==> config.mk <==
export PLATFORM = sky130hd
export DESIGN_NAME = chf_fold
export DESIGN_NICKNAME = d
export VERILOG_FILES = /design/src/rtl/chf_pkg.sv /design/src/rtl/chf_fold.sv
export SDC_FILE = /design/constraint.sdc
export NUM_CORES = 1
export LEC_CHECK = 0
export BUFFER_PORTS_ARGS = -buffer_cell sky130_fd_sc_hd__buf_2
export CAP_MARGIN = 20
export CORE_MARGIN = 4
export CORE_UTILIZATION = 53
export CTS_CLUSTER_DIAMETER = 60
export CTS_CLUSTER_SIZE = 16
export DETAILED_ROUTE_END_ITERATION = 7
export PLACE_DENSITY = 0.95
export SYNTH_ARGS = -nofsm -noshare
export SYNTH_HDL_FRONTEND = slang
export SYNTH_SLANG_ARGS = --single-unit
==> constraint.sdc <==
create_clock -name aclk -period 10.2 [get_ports aclk]
set_clock_uncertainty 0.05 [all_clocks]
set_input_delay 0.51 -clock aclk [delete_from_list [all_inputs] [get_ports aclk]]
set_output_delay 0.51 -clock aclk [all_outputs]
set_load 0.02 [all_outputs]
==> src/rtl/chf_pkg.sv <==
// ----------------------------------------------------------------------------
// chf_pkg: shared types and constants for the compass heading block
// Vector widths, angle constants and the CORDIC arctangent table.
// ----------------------------------------------------------------------------
package chf_pkg;

    // number of CORDIC rotation cells in the chain
    localparam int CORDIC_STEPS = 21;

    // x/y after scaling by 2^16 plus CORDIC gain headroom
    localparam int XY_W = 36;
    // angle accumulator, units of 1/32768 degree
    localparam int Z_W = 25;
    // raw sample and heading widths
    localparam int SAMPLE_W  = 16;
    localparam int HEADING_W = 16;
    // rounded angle plus declination
    localparam int SUM_W  = 17;
    // folded heading before saturation
    localparam int FOLD_W = 18;

    // angle constants
    localparam logic signed [Z_W-1:0]    QUARTER_FINE = 25'sd2949120;
    localparam logic signed [SUM_W-1:0]  HALF_TURN    = 17'sd23040;
    localparam logic signed [FOLD_W-1:0] FULL_TURN    = 18'sd46080;

    // declination after reset: 0.22 rad in 1/128 degree
    localparam logic signed [SAMPLE_W-1:0] DECL_RESET = 16'sd1613;

    // one beat moving through the rotation chain
    typedef struct packed {
        logic signed [XY_W-1:0] x;
        logic signed [XY_W-1:0] y;
        logic signed [Z_W-1:0]  z;
        logic                   zero;   // input vector was 0,0
    } chf_vec_t;

    // atan(2^-step) in 1/32768 degree, rounded to nearest
    function automatic logic signed [Z_W-1:0] atan_fine(input int step);
        logic signed [Z_W-1:0] t;
        case (step)
            0:       t = 25'sd1474560;
            1:       t = 25'sd870484;
            2:       t = 25'sd459940;
            3:       t = 25'sd233473;
            4:       t = 25'sd117189;
            5:       t = 25'sd58652;
            6:       t = 25'sd29333;
            7:       t = 25'sd14667;
            8:       t = 25'sd7334;
            9:       t = 25'sd3667;
            10:      t = 25'sd1833;
            11:      t = 25'sd917;
            12:      t = 25'sd458;
            13:      t = 25'sd229;
            14:      t = 25'sd115;
            15:      t = 25'sd57;
            16:      t = 25'sd29;
            17:      t = 25'sd14;
            18:      t = 25'sd7;
            19:      t = 25'sd4;
            20:      t = 25'sd2;
            default: t = '0;
        endcase
        return t;
    endfunction

endpackage

==> src/rtl/chf_fold.sv <==
// ----------------------------------------------------------------------------
// chf_fold: angle rounding and compass fold
// Stage one rounds the CORDIC angle to 1/128 degree, clamps it to +/-180
// (0 for the zero vector) and adds the declination; stage two folds into
// 0..360 and saturates. The second stage is the output register.
// ----------------------------------------------------------------------------
module chf_fold (
    input  logic                                aclk,
    input  logic                                aresetn,
    input  logic signed [chf_pkg::SAMPLE_W-1:0] declination,
    input  logic                                in_valid,
    output logic                                in_ready,
    input  chf_pkg::chf_vec_t                   in_vec,
    output logic                                out_valid,
    input  logic                                out_ready,
    output logic [chf_pkg::HEADING_W-1:0]       out_heading
);

    localparam int SHIFT_W = chf_pkg::Z_W - 8;

    logic                               sum_valid_reg;
    logic signed [chf_pkg::SUM_W-1:0]   sum_reg;
    logic signed [chf_pkg::SUM_W-1:0]   sum_next;
    logic                               sum_ready;
    logic                               head_valid_reg;
    logic [chf_pkg::HEADING_W-1:0]      head_reg;
    logic [chf_pkg::HEADING_W-1:0]      head_next;

    logic signed [chf_pkg::Z_W-1:0]     z_rnd;
    logic signed [SHIFT_W-1:0]          ang_raw;
    logic signed [chf_pkg::SUM_W-1:0]   ang;
    logic signed [chf_pkg::FOLD_W-1:0]  h0;
    logic signed [chf_pkg::FOLD_W-1:0]  h1;
    logic signed [chf_pkg::FOLD_W-1:0]  h2;

    assign sum_ready   = !head_valid_reg || out_ready;
    assign in_ready    = !sum_valid_reg || sum_ready;
    assign out_valid   = head_valid_reg;
    assign out_heading = head_reg;

    // round to 1/128 degree, clamp, add declination
    always_comb begin
        z_rnd   = in_vec.z + chf_pkg::Z_W'(128);
        ang_raw = SHIFT_W'(z_rnd >>> 8);
        if (in_vec.zero) begin
            ang = '0;
        end else if (ang_raw > SHIFT_W'(chf_pkg::HALF_TURN)) begin
            ang = chf_pkg::HALF_TURN;
        end else if (ang_raw < -SHIFT_W'(chf_pkg::HALF_TURN)) begin
            ang = -chf_pkg::HALF_TURN;
        end else begin
            ang = chf_pkg::SUM_W'(ang_raw);
        end
        sum_next = ang + chf_pkg::SUM_W'(declination);
    end

    // fold into the compass range and saturate
    always_comb begin
        h0 = chf_pkg::FOLD_W'(sum_reg);
        h1 = h0[chf_pkg::FOLD_W-1] ? h0 + chf_pkg::FULL_TURN : h0;
        h2 = (h1 > chf_pkg::FULL_TURN) ? h1 - chf_pkg::FULL_TURN : h1;
        if (h2[chf_pkg::FOLD_W-1]) begin
            head_next = '0;
        end else if (h2 > chf_pkg::FULL_TURN) begin
            head_next = chf_pkg::HEADING_W'(chf_pkg::FULL_TURN);
        end else begin
            head_next = chf_pkg::HEADING_W'(h2);
        end
    end

    always_ff @(posedge aclk) begin
        if (!aresetn) begin
            sum_valid_reg  <= 1'b0;
            head_valid_reg <= 1'b0;
        end else begin
            if (in_ready) begin
                sum_valid_reg <= in_valid;
            end
            if (sum_ready) begin
                head_valid_reg <= sum_valid_reg;
            end
        end
    end

    always_ff @(posedge aclk) begin
        if (in_ready) begin
            sum_reg <= sum_next;
        end
        if (sum_ready) begin
            head_reg <= head_next;
        end
    end

endmodule

[Word-level counts from Yosys, hierarchy flattened]
Index checks and enable logic that the tools add are counted.
Word-level totals
  register bits after elaboration: 35
  word-level logic and storage cells: 24
  output and inout port bits: 18
  input bits: 118
Cells by class
  $lt $le $gt $ge: 4
  add/sub/neg operators: 4
  reductions and logical operators: 5
  multiplexer cells: 6
Operators by type and width (count)
  $mux W17: 3
  $gt A18 B17 Y1 const B: 2
  $mux W18: 2
  $add A25 B9 Y25 const B: 1
  $add A17 B17 Y18 const B: 1
  $sub A18 B17 Y18 const B: 1
  $add A17 B16 Y17: 1
  $gt A17 B16 Y1 const B: 1
  $lt A17 B16 Y1 const B: 1
  $mux W16: 1
  $logic_not A1 Y1: 2
  $logic_or A1 B1 Y1: 2
  $reduce_or A2 Y1: 1

[Logic depth before layout (Yosys ltp)]
Gate-level depths: netlist of the first run.
  word-level depth: 6
  depth in mapped cells: 21
  gate-level depth less buffers: 20

[Worst setup path before layout of the first run]
OpenSTA, ideal clock, no wires.
  path type: input to register
  start: input in_vec[12] (netlist bit)
  end: register sum_reg[16] (netlist bit), data pin
  library setup time: 0.259 ns
  path slack: 4.860 ns
  arrival: 5.031 ns
  cell stages on the path: 20
  cells stage by stage: buf_2 > nand4_1 > clkbuf_1 > or4_1 > or3_1 > nand2_1 > nand2_1 > a211o_1 > ha_1 > nor2_1 > and3_1 > ha_1 > fa_1 > a211oi_1 > o21a_1 > o31ai_1 > o41a_1 > a311oi_1 > o21ai_1 > xnor2_1
On the way
  word-level cells in the longest chain between the ends: 6
  elaborated cells on any way between the ends: 7
  those cells by class: add/sub: 2; order compare: 2; mux: 3
RTL lines
  start: declaration: RTL line chf_fold.sv:13  | input chf_pkg::chf_vec_t in_vec,
  $add A25 B9 Y25 (*): RTL line chf_fold.sv:43  | z_rnd = in_vec.z + chf_pkg::Z_W'(128);
  $lt A17 B16 Y1: RTL line chf_fold.sv:49  | end else if (ang_raw < -SHIFT_W'(chf_pkg::HALF_TURN)) begin
  $mux W17: RTL line chf_fold.sv:49
  $mux W17 (*): RTL line chf_fold.sv:47  | end else if (ang_raw > SHIFT_W'(chf_pkg::HALF_TURN)) begin
  $mux W17 (*): RTL line chf_fold.sv:45  | if (in_vec.zero) begin
  $add A17 B16 Y17 (*): RTL line chf_fold.sv:54  | sum_next = ang + chf_pkg::SUM_W'(declination);
  via sum_next, one bit: RTL line chf_fold.sv:23  | logic signed [chf_pkg::SUM_W-1:0] sum_next;
  end signal: assignment: RTL line chf_fold.sv:87  | sum_reg <= sum_next;
  end: declaration: RTL line chf_fold.sv:22  | logic signed [chf_pkg::SUM_W-1:0] sum_reg;
Mark *: on every way through the listed nets, which the timed path passes. The rest lies on a longest branch.
A chain may end at the register's enable or synchronous reset.

[Final worst setup path of the first run]
  start: input in_vec[12] (netlist bit)
  end: register sum_reg[15] (netlist bit), data pin
Same word-level chain as after synthesis.

==> flow_summary.json, run 1 <==
{
  "internal_power_mw": 0.414,
  "total_power_mw": 0.679,
  "ant_nets": 0,
  "crit_chain": "buf_2 > nand4_1 > or4_1 > or3_1 > nand2_1 > nand2_1 > a211o_1 > ha_1 > nor2_1 > and3_1 > ha_1 > a21o_1 > a311oi_1 > a211oi_1 > o31ai_1 > o211ai_1 > a21oi_1 > xnor2_1",
  "synth_largest_area_cell": "edfxtp_1",
  "grt_antenna_before_repair": 0,
  "setup-violations-final": 0,
  "drive_gt1_frac": 0.179,
  "gp_congestion": 0.869,
  "synth.top_cell.area_share": 0.299,
  "syn_avg_cell_area_um2": 9.01,
  "comb_power_share": 0.460,
  "critPathRequiredTime_ns": 10.19,
  "synthArstFlopShare": 0,
  "status": "finished, final reports clean",
  "place_hpwl_um": 5910,
  "largest_reg_flops": 17,
  "finalWirelength_um": 7430,
  "grt_max_degree": 19,
  "hold_viol": 0,
  "final_cell_mix": "buf_2 (56), edfxtp_1 (33), a21oi_1 (24)",
  "path_max_fanout": 11,
  "fillCellCount": 542,
  "fp.dieW_um": 87.1,
  "first_iter_violations": 138,
  "fin_crit_sh": 0.569,
  "fin_crit_ns": 5.81,
  "synth.cell_area_um2": 3320,
  "cts_buffers": 5,
  "yosysSeqAreaShare": 0.311,
  "post-place-ws_ns": 4.21,
  "synth_top_family_by_area": "compound AO/OA/AOI/OAI gates",
  "worstSetupEndpointType": "register",
  "synth-edff-count": 33,
  "setup_ws_ns": 4.39,
  "ys_top_cells_by_area": "edfxtp_1 (30%), ha_1 (7.9%), xnor2_1 (5.8%)",
  "p_per_area_nw_per_um2": 183,
  "portBuffers": 56,
  "cts_root_buffer": "clkbuf_8",
  "cts_tree": "yes",
  "grt_pass1_vias": 2847,
  "cts_buffer_depth": 2,
  "synth_seq_cells": 35,
  "clk_pin_slew_worst_paths_ns": 0.08,
  "synth_xor_area_frac": 0.0845,
  "synth_fa_ha_area_frac": 0.0853,
  "coreArea_um2": 5990,
  "track_usage": 0.200,
  "layout_commonest_cell": "buf_2",
  "hold_class": "in -> reg",
  "critical_path_arrival_ns": 5.80,
  "max-vdd-ir-drop_mv": 0.152,
  "slowest_stage": "or4_1",
  "synth_cell_types": 71,
  "syn_nets": 508,
  "ys_warn_count": 0,
  "max_stage_delay_ns": 0.74,
  "p_switching_mw": 0.265,
  "cp_top_family": "simple AND/OR/NAND/NOR gates",
  "clk_latency_ns": 0.29,
  "netlist_instances": 368,
  "via_count": 3023,
  "p_clk_frac": 0.184,
  "fmax_ghz": 0.172,
  "yosys.area_share.simple": 0.220,
  "worstPathBufferInverterCount": 1,
  "viasPerCell": 6.19,
  "cts_setup_buffers": 0,
  "placementRows": 28,
  "drv_slew": 0,
  "dp.cells": 480,
  "slew_headroom": 0.470,
  "synth.area.mux_share": 0.00943,
  "dr.pass1.iters": 4,
  "fin_nets": 552,
  "ctsHtreeMaxLevel": 2,
  "die_height_um": 87.1,
  "fin_cells": 488,
  "swShare": 0.390,
  "initial_core_util": 0.553,
  "grt_remaining_overflow": 0,
  "cap_violations": 0,
  "rsz0062_at_grt": "no",
  "fin_setup_tns_ns": 0,
  "drcViolationCount": 0,
  "synthFlopType": "edfxtp_1",
  "start_kind": "primary input",
  "dieArea_um2": 7590,
  "p_seq_frac": 0.356,
  "cts_sinks": 35,
  "boundaryPins": 136,
  "grt_pass1_wl_um": 12400,
  "post-route-util": 0.621,
  "crit_type": "in -> reg",
  "worst_pin_slew_ns": 0.790,
  "hold_buffers": 0,
  "cts.repair.resized": 0,
  "post_drt_wl_per_cell_um": 15.2,
  "total_leakage_power_nw": 1.55,
  "area_growth_pct": 12.1,
  "antennaDiodeCount": 0,
  "synth-compound-area-share": 0.248
}
[cells in the mapped netlist (6+ instances only)]
cell and instances:
nor3_1 9, inv_1 12, and2_1 10, a21boi_1 12, edfxtp_1 33, xnor2_1 22
nand2b_1 7, nor4_1 8, or3_1 6, o21ai_0 9, ha_1 21, nand2_1 18
and3_1 12, o21ai_1 8, clkbuf_1 12, a21oi_1 24, o31ai_1 7, xor2_1 10
nor2_1 14, nand3_1 15
[routing by layer]
layer | up-vias | share of wire | track usage
met3 | 7 | 0.063 | 0.0208
li1 | 1510 | - | -
met2 | 100 | 0.51 | 0.369
met1 | 1406 | 0.41 | 0.240
met4 | 0 | 0.012 | 0.0656
met5 | - | 0 | 0
[per-stage QoR]
stage	hold slack, ns	area (um^2)
after floorplan	0.413	3320
after global placement	0.426	3600
after detailed placement	0.441	3600
after CTS	0.388	3720
after global routing	0.407	3720
final	0.391	3720
[path summary, 6_finish.rpt]
| kind | startpoint | endpoint | slack, ns | cells past startpoint |
|---|---|---|---|---|
| setup / recovery | in_vec[12] | sum_reg[15]$_DFFE_PP_ | 4.39 | 18 |
| hold / removal | aresetn | out_valid$_SDFFE_PN0P_ | 0.39 | 2 |
| setup reg to reg | sum_reg[10]$_DFFE_PP_ | out_heading[8]$_SDFFCE_PP0P_ | 6.92 | 8 |
| hold reg to reg | sum_valid_reg$_SDFFE_PN0P_ | out_valid$_SDFFE_PN0P_ | 0.46 | 1 |
[power by group through the flow]
stage	clock, mW	combinational [mW]	sequential (mW)
6_report	0.125	0.313	0.241
5_1_grt	0.133	0.344	0.247
4_1_cts	0.127	0.313	0.242
3_5_place_dp	0	0.309	0.245
3_3_place_gp	0	0.295	0.241
2_1_floorplan	0	0.216	0.269
[logic make-up after synthesis]
family,count (synthesis)
buffers and inverters,32
muxes,3
and+or+nand+nor,129
adders and majority gates,22
xor gates and xnor gates,32
DFF,35
AOI/OAI and AO/OA,115
[worst reg2reg max path, stage by stage, from the launching register on]
cell      delay, ns
edfxtp_1       0.52
ha_1           0.35
or3b_1         0.39
o32a_1         0.32
o311a_1        0.40
or3_1          0.37
a32oi_1        0.25
o211ai_2       0.25
a21boi_1       0.23
[cell type report]
| cell class | instances | area, um^2 | share of cell area |
|---|---|---|---|
| Multi-Input combinational cell | 301 | 2150 | 0.578 |
| Clock buffer | 5 | 68.8 | 0.0185 |
| Tap cell | 75 | 93.8 | 0.0252 |
| Sequential cell | 35 | 1030 | 0.277 |
| Timing Repair Buffer | 56 | 280 | 0.0754 |
| Clock inverter | 3 | 47.5 | 0.0128 |
| Inverter | 13 | 48.8 | 0.0131 |
No activity file was read; power rests on OpenSTA's default activity.
==> run 2, diff against run 1 <==
--- a/config.mk
+++ b/config.mk
@@ -5,14 +5,15 @@
 export SDC_FILE = /design/constraint.sdc
 export NUM_CORES = 1
 export LEC_CHECK = 0
+export ABC_AREA = 1
 export BUFFER_PORTS_ARGS = -buffer_cell sky130_fd_sc_hd__buf_2
 export CAP_MARGIN = 20
 export CORE_MARGIN = 4
-export CORE_UTILIZATION = 53
+export CORE_UTILIZATION = 44
 export CTS_CLUSTER_DIAMETER = 60
 export CTS_CLUSTER_SIZE = 16
 export DETAILED_ROUTE_END_ITERATION = 7
-export PLACE_DENSITY = 0.95
+export PLACE_DENSITY = 0.87
 export SYNTH_ARGS = -nofsm -noshare
 export SYNTH_HDL_FRONTEND = slang
 export SYNTH_SLANG_ARGS = --single-unit
==> constraint.sdc (replaced) <==
create_clock -name aclk -period 5.3 [get_ports aclk]
set_clock_uncertainty 0.05 [all_clocks]
set_input_delay 0.265 -clock aclk [delete_from_list [all_inputs] [get_ports aclk]]
set_output_delay 0.265 -clock aclk [all_outputs]
set_load 0.02 [all_outputs]
==> run 2 against run 1 <==
  * Sequential cell count stayed put
  * First-iteration DRC count up 36%
  * Worst hold slack got worse by 0.23 ns
  * Die area rose by 11%
  * Global-route usage decreased by 3.9 points
  * Synthesized area is 6.9% lower
  * Design area fell by 3.8%
  * Synthesized cell count increased by 11%
==> flow_summary.json, run 2 <==
{
  "rsz0062_at_grt": "no",
  "critPathRequiredTime_ns": 5.30,
  "p_seq_frac": 0.341,
  "cts_buffers": 5,
  "seqCellArea_um2": 1030,
  "drv_slew": 0,
  "die_height_um": 91.8,
  "fillCellCount": 626,
  "via_count": 2857,
  "synth_common_cells": "nand2_1 (103), inv_1 (53), nor2_1 (43), edfxtp_1 (33), a21oi_1 (25)",
  "netlist_instances": 410,
  "crit_type": "in -> reg",
  "drcViolationCount": 0,
  "post_drt_wl_per_cell_um": 11.4,
  "setup-violations-final": 0,
  "fmax_ghz": 0.220,
  "post-place-ws_ns": 0.558,
  "track_usage": 0.160,
  "r2r-end": "out_heading[9]$_SDFFCE_PP0P_",
  "coreArea_um2": 6790,
  "synth-edff-count": 33,
  "portBuffers": 56,
  "p_clk_frac": 0.180,
  "ys_top_cells_by_area": "edfxtp_1 (32%), nand2_1 (13%), ha_1 (8.5%)",
  "p_switching_mw": 0.547,
  "multi_input_area_um2": 1810,
  "rr_worst_depth": 13,
  "total_leakage_power_nw": 1.81,
  "dr.pass1.iters": 5,
  "dpl_cell_area_um2": 3470,
  "syn_nets": 550,
  "boundaryPins": 136,
  "grt_remaining_overflow": 0,
  "ys_warn_count": 0,
  "yosysSeqAreaShare": 0.334,
  "fp.dieW_um": 91.8,
  "place_hpwl_um": 5330,
  "cts_sinks": 35,
  "p_per_area_nw_per_um2": 366,
  "worstSetupEndpointType": "register",
  "ctsHtreeMaxLevel": 2,
  "cts_buffer_depth": 2,
  "cts_setup_buffers": 0,
  "gp_congestion": 0.974,
  "internal_power_mw": 0.762,
  "comb_power_share": 0.479,
  "whs_path_depth": 3,
  "synth_largest_area_cell": "edfxtp_1",
  "placementRows": 30,
  "cts_tree": "yes",
  "start_kind": "primary input",
  "synthFlopType": "edfxtp_1",
  "largest_reg_flops": 17,
  "final_cell_mix": "nand2_1 (103), buf_2 (56), inv_1 (53)",
  "dieArea_um2": 8420,
  "finalWirelength_um": 6490,
  "drive_gt1_frac": 0.214,
  "status": "finished, final reports clean",
  "viasPerCell": 5.03,
  "area_growth_pct": 15.8,
  "slew_headroom": 0.477,
  "ant_nets": 0,
  "synth.top_cell.area_share": 0.321,
  "fin_crit_sh": 0.859,
  "clk_pin_slew_worst_paths_ns": 0.07,
  "grt_pass1_wl_um": 11300,
  "cts.repair.resized": 0,
  "regToRegSetupSlack_ns": 2.33,
  "critical_path_arrival_ns": 4.55,
  "swShare": 0.418,
  "cts_root_buffer": "clkbuf_8",
  "fin_nets": 611,
  "stdcell_area_um2": 3580,
  "fin_crit_ns": 4.55,
  "hold_buffers": 0,
  "synthArstFlopShare": 0,
  "grt_antenna_before_repair": 0,
  "worst_hold_path.endpoint": "sum_valid_reg$_SDFFE_PN0P_",
  "grt_pass1_vias": 2875,
  "hp-start": "in_valid",
  "clk_latency_ns": 0.29,
  "setup_ws_ns": 0.750,
  "worst_pin_slew_ns": 0.782,
  "initial_core_util": 0.455,
  "path_max_fanout": 9,
  "yosysMostFrequentCell": "nand2_1",
  "synth_seq_cells": 35,
  "layout_commonest_cell": "nand2_1",
  "setup.worst_path.start": "in_vec[8]",
  "first_iter_violations": 187,
  "grt_max_degree": 20,
  "syn_avg_cell_area_um2": 7.53,
  "synth.cell_area_um2": 3090,
  "max-vdd-ir-drop_mv": 0.159,
  "cap_violations": 0,
  "fin_setup_tns_ns": 0,
  "rr_startpoint": "sum_reg[10]$_DFFE_PP_",
  "hold_viol": 0,
  "hold_class": "in -> reg",
  "antennaDiodeCount": 0,
  "synth_cell_types": 40
}
[run 2: cell type report]
type / count / share of cell area
inverters: 59 / 0.0626
multi-input cells: 314 / 0.506
clock buffers: 5 / 0.0192
well taps: 96 / 0.0336
repair buffers: 56 / 0.0783
flip-flops and latches: 35 / 0.288
clock inverters: 3 / 0.0119
[run 2: power by group through the flow]
stage	Combinational [mW]	Sequential, mW	Clock [mW]
floorplan	0.418	0.522	0
global placement	0.589	0.450	0
detailed placement	0.615	0.454	0
CTS	0.626	0.448	0.240
global route	0.701	0.457	0.255
finish	0.627	0.447	0.235
[run 2: logic make-up after synthesis]
family,Yosys count,share of synthesized area
fa+ha+maj,22,0.0916
compound gates,52,0.0960
simple gates,213,0.322
buf+inv,61,0.0798
xor+xnor,26,0.0737
flops,35,0.334
mux,1,0.00324
[run 2: worst max path at each step]
stage | cells after the start | to | slack [ns]
after global placement | 28 | sum_reg[14]$_DFFE_PP_ | 0.70
after CTS | 28 | sum_reg[14]$_DFFE_PP_ | 0.85
after floorplan | 27 | sum_reg[14]$_DFFE_PP_ | 1.39
final | 28 | sum_reg[14]$_DFFE_PP_ | 0.75
after detailed placement | 28 | sum_reg[14]$_DFFE_PP_ | 0.56
after global routing | 28 | sum_reg[14]$_DFFE_PP_ | 0.37
[run 2: through the flow]
step                instances  hold WS [ns]  utilization  total power, mW
floorplan                 410         0.345            -            0.940
global placement          560         0.380        0.510             1.04
detailed placement        560         0.394        0.510             1.07
CTS                       568         0.152        0.527             1.31
global route              568         0.160        0.527             1.41
finish                    568         0.160        0.527             1.31
[run 2: per-layer routing]
metal  up-vias  GRT usage  wire [um]
li1       1469          -          -
met1      1269      0.171       2660
met2       109      0.305       3310
met3        10     0.0361        460
met4         0     0.0594         63
met5         -          0          0
[run 2: critical path, cell delays in order]
cell	delay [ns]
buf_2	0.15
ha_1	0.21
nand3_2	0.13
nor2_4	0.16
nand2_1	0.08
xnor2_1	0.22
inv_1	0.11
nor2_1	0.13
nor3_1	0.06
o21ai_0	0.16
nand2_1	0.07
ha_1	0.29
nor2_1	0.20
nand2_2	0.16
nor2_1	0.13
ha_1	0.19
fa_1	0.22
nand3_1	0.09
nand2_1	0.11
nand2_1	0.06
nand2_1	0.06
a21oi_1	0.08
o21ai_0	0.42
a21oi_1	0.19
o21ai_0	0.33
nand2_1	0.13
nand3_1	0.09
nand2_1	0.05
==> run 3, diff against run 2 <==
--- a/config.mk
+++ b/config.mk
@@ -14,6 +14,7 @@
 export CTS_CLUSTER_SIZE = 16
 export DETAILED_ROUTE_END_ITERATION = 7
 export PLACE_DENSITY = 0.87
+export RECOVER_POWER = 50
 export SYNTH_ARGS = -nofsm -noshare
 export SYNTH_HDL_FRONTEND = slang
 export SYNTH_SLANG_ARGS = --single-unit
==> run 3 against run 2 <==
  * Combinational power is 2% lower
  * Via count decreased by 0.18%
  * Total power shrank 0.99%
  * Critical path depth unchanged
  * Cell count unchanged
  * Largest cell class unchanged
==> flow_summary.json, run 3 (same netlist as run 2, synthesis figures left out) <==
{
  "cp_top_family": "simple AND/OR/NAND/NOR gates",
  "post_drt_wl_per_cell_um": 11.4,
  "cts_buffer_depth": 2,
  "final_cell_mix": "nand2_1 (103), inv_1 (53), nor2_1 (43)",
  "total_power_mw": 1.30,
  "start_kind": "primary input",
  "grt_pass1_vias": 2875,
  "post-route-util": 0.523,
  "worst_pin_slew_ns": 0.782,
  "layout_commonest_cell": "nand2_1",
  "total_leakage_power_nw": 1.75,
  "crit_type": "in -> reg",
  "hold_viol": 0,
  "cts_sinks": 35,
  "hold_buffers": 0,
  "setup-violations-final": 0,
  "antennaDiodeCount": 0,
  "cts.repair.resized": 0,
  "grt_remaining_overflow": 0,
  "grt_pass1_wl_um": 11300,
  "initial_core_util": 0.455,
  "drcViolationCount": 0,
  "finalWirelength_um": 6470,
  "rr_worst_depth": 19,
  "cap_violations": 0,
  "dieArea_um2": 8420,
  "critical_path_arrival_ns": 4.54,
  "cp_common_cell": "nand2_1",
  "status": "finished, final reports clean",
  "gp_congestion": 0.974,
  "place_hpwl_um": 5330,
  "path_max_fanout": 9,
  "track_usage": 0.160,
  "cts_tree": "yes",
  "cts_buffers": 5,
  "fillCellCount": 633,
  "grt_max_degree": 20,
  "die_height_um": 91.8,
  "hold_class": "in -> reg",
  "fin_crit_ns": 4.54,
  "worstPathBufferInverterCount": 2,
  "coreArea_um2": 6790,
  "worst_hold_path.endpoint": "sum_valid_reg$_SDFFE_PN0P_",
  "setup.worst_path.start": "in_vec[8]",
  "cts_setup_buffers": 0,
  "fmax_ghz": 0.220,
  "viasPerCell": 5.02,
  "boundaryPins": 136,
  "drive_gt1_frac": 0.178,
  "fin_nets": 611,
  "whs_path_depth": 3,
  "worstSetupEndpointType": "register",
  "max-vdd-ir-drop_mv": 0.158,
  "stdcell_area_um2": 3560,
  "area_growth_pct": 15.2,
  "slew_headroom": 0.477,
  "dpl_cell_area_um2": 3470,
  "fin_setup_tns_ns": 0,
  "critPathRequiredTime_ns": 5.30,
  "hp-start": "in_valid",
  "dr.pass1.iters": 5,
  "placementRows": 30,
  "ctsHtreeMaxLevel": 2,
  "via_count": 2852,
  "largest_reg_flops": 17,
  "clk_latency_ns": 0.29,
  "dp.cells": 560,
  "fin_cells": 568,
  "r2r-end": "out_heading[9]$_SDFFCE_PP0P_",
  "portBuffers": 56,
  "ant_nets": 0,
  "drv_slew": 0,
  "cts_root_buffer": "clkbuf_8",
  "grt_antenna_before_repair": 0,
  "rsz0062_at_grt": "no",
  "p_per_area_nw_per_um2": 365,
  "fp.dieW_um": 91.8,
  "first_iter_violations": 187,
  "regToRegSetupSlack_ns": 2.33,
  "slowest_stage": "o21ai_0",
  "clk_pin_slew_worst_paths_ns": 0.07,
  "rr_startpoint": "sum_reg[10]$_DFFE_PP_",
  "max_stage_delay_ns": 0.43,
  "fin_crit_sh": 0.858
}
## run 3: changes by cell type in the layout (fill, tap and decap cells not counted)
cell and change:
buf_2 -17, clkbuf_1 +17
## run 3: layer usage
metal  wire, um  track usage  up-vias
met1       2670        0.171     1257
met2       3280        0.305      117
li1           -            -     1468
met3        435       0.0361       10
met5          0            0        -
met4         85       0.0594        0
## run 3: worst max path at each step
stage	endpoint	cells after the start	slack (ns)
2_1_floorplan	sum_reg[14]$_DFFE_PP_	27	1.39
3_3_place_gp	sum_reg[14]$_DFFE_PP_	28	0.70
3_5_place_dp	sum_reg[14]$_DFFE_PP_	28	0.56
4_1_cts	sum_reg[14]$_DFFE_PP_	28	0.85
5_1_grt	sum_reg[14]$_DFFE_PP_	28	0.37
6_report	sum_reg[14]$_DFFE_PP_	28	0.76
## run 3: stage by stage
stage                     hold WS, ns  setup WS (ns)
final                           0.158          0.755
after floorplan                 0.345           1.39
after CTS                       0.152          0.855
after global placement          0.380          0.702
after detailed placement        0.394          0.558
after global routing            0.160          0.368
## run 3: report_power, final
group          internal, mW  switching [mW]  leakage (nW)
registers             0.416          0.0323         0.376
clock network         0.140          0.0960        0.0562
logic                 0.191           0.421          1.32
total                 0.747           0.549          1.75
## run 3: final cells by class
class,count,area (um^2),area share
well taps,96,120,0.0338
flip-flops and latches,35,1030,0.290
inverters,59,224,0.0630
multi-input cells,314,1810,0.509
repair buffers,56,259,0.0728
clock inverters,3,42.5,0.0120
clock buffers,5,68.8,0.0194
## run 3: worst min-delay path, stage by stage
cell and delay [ns]:
buf_2 0.10, inv_1 0.04, a21oi_1 0.05
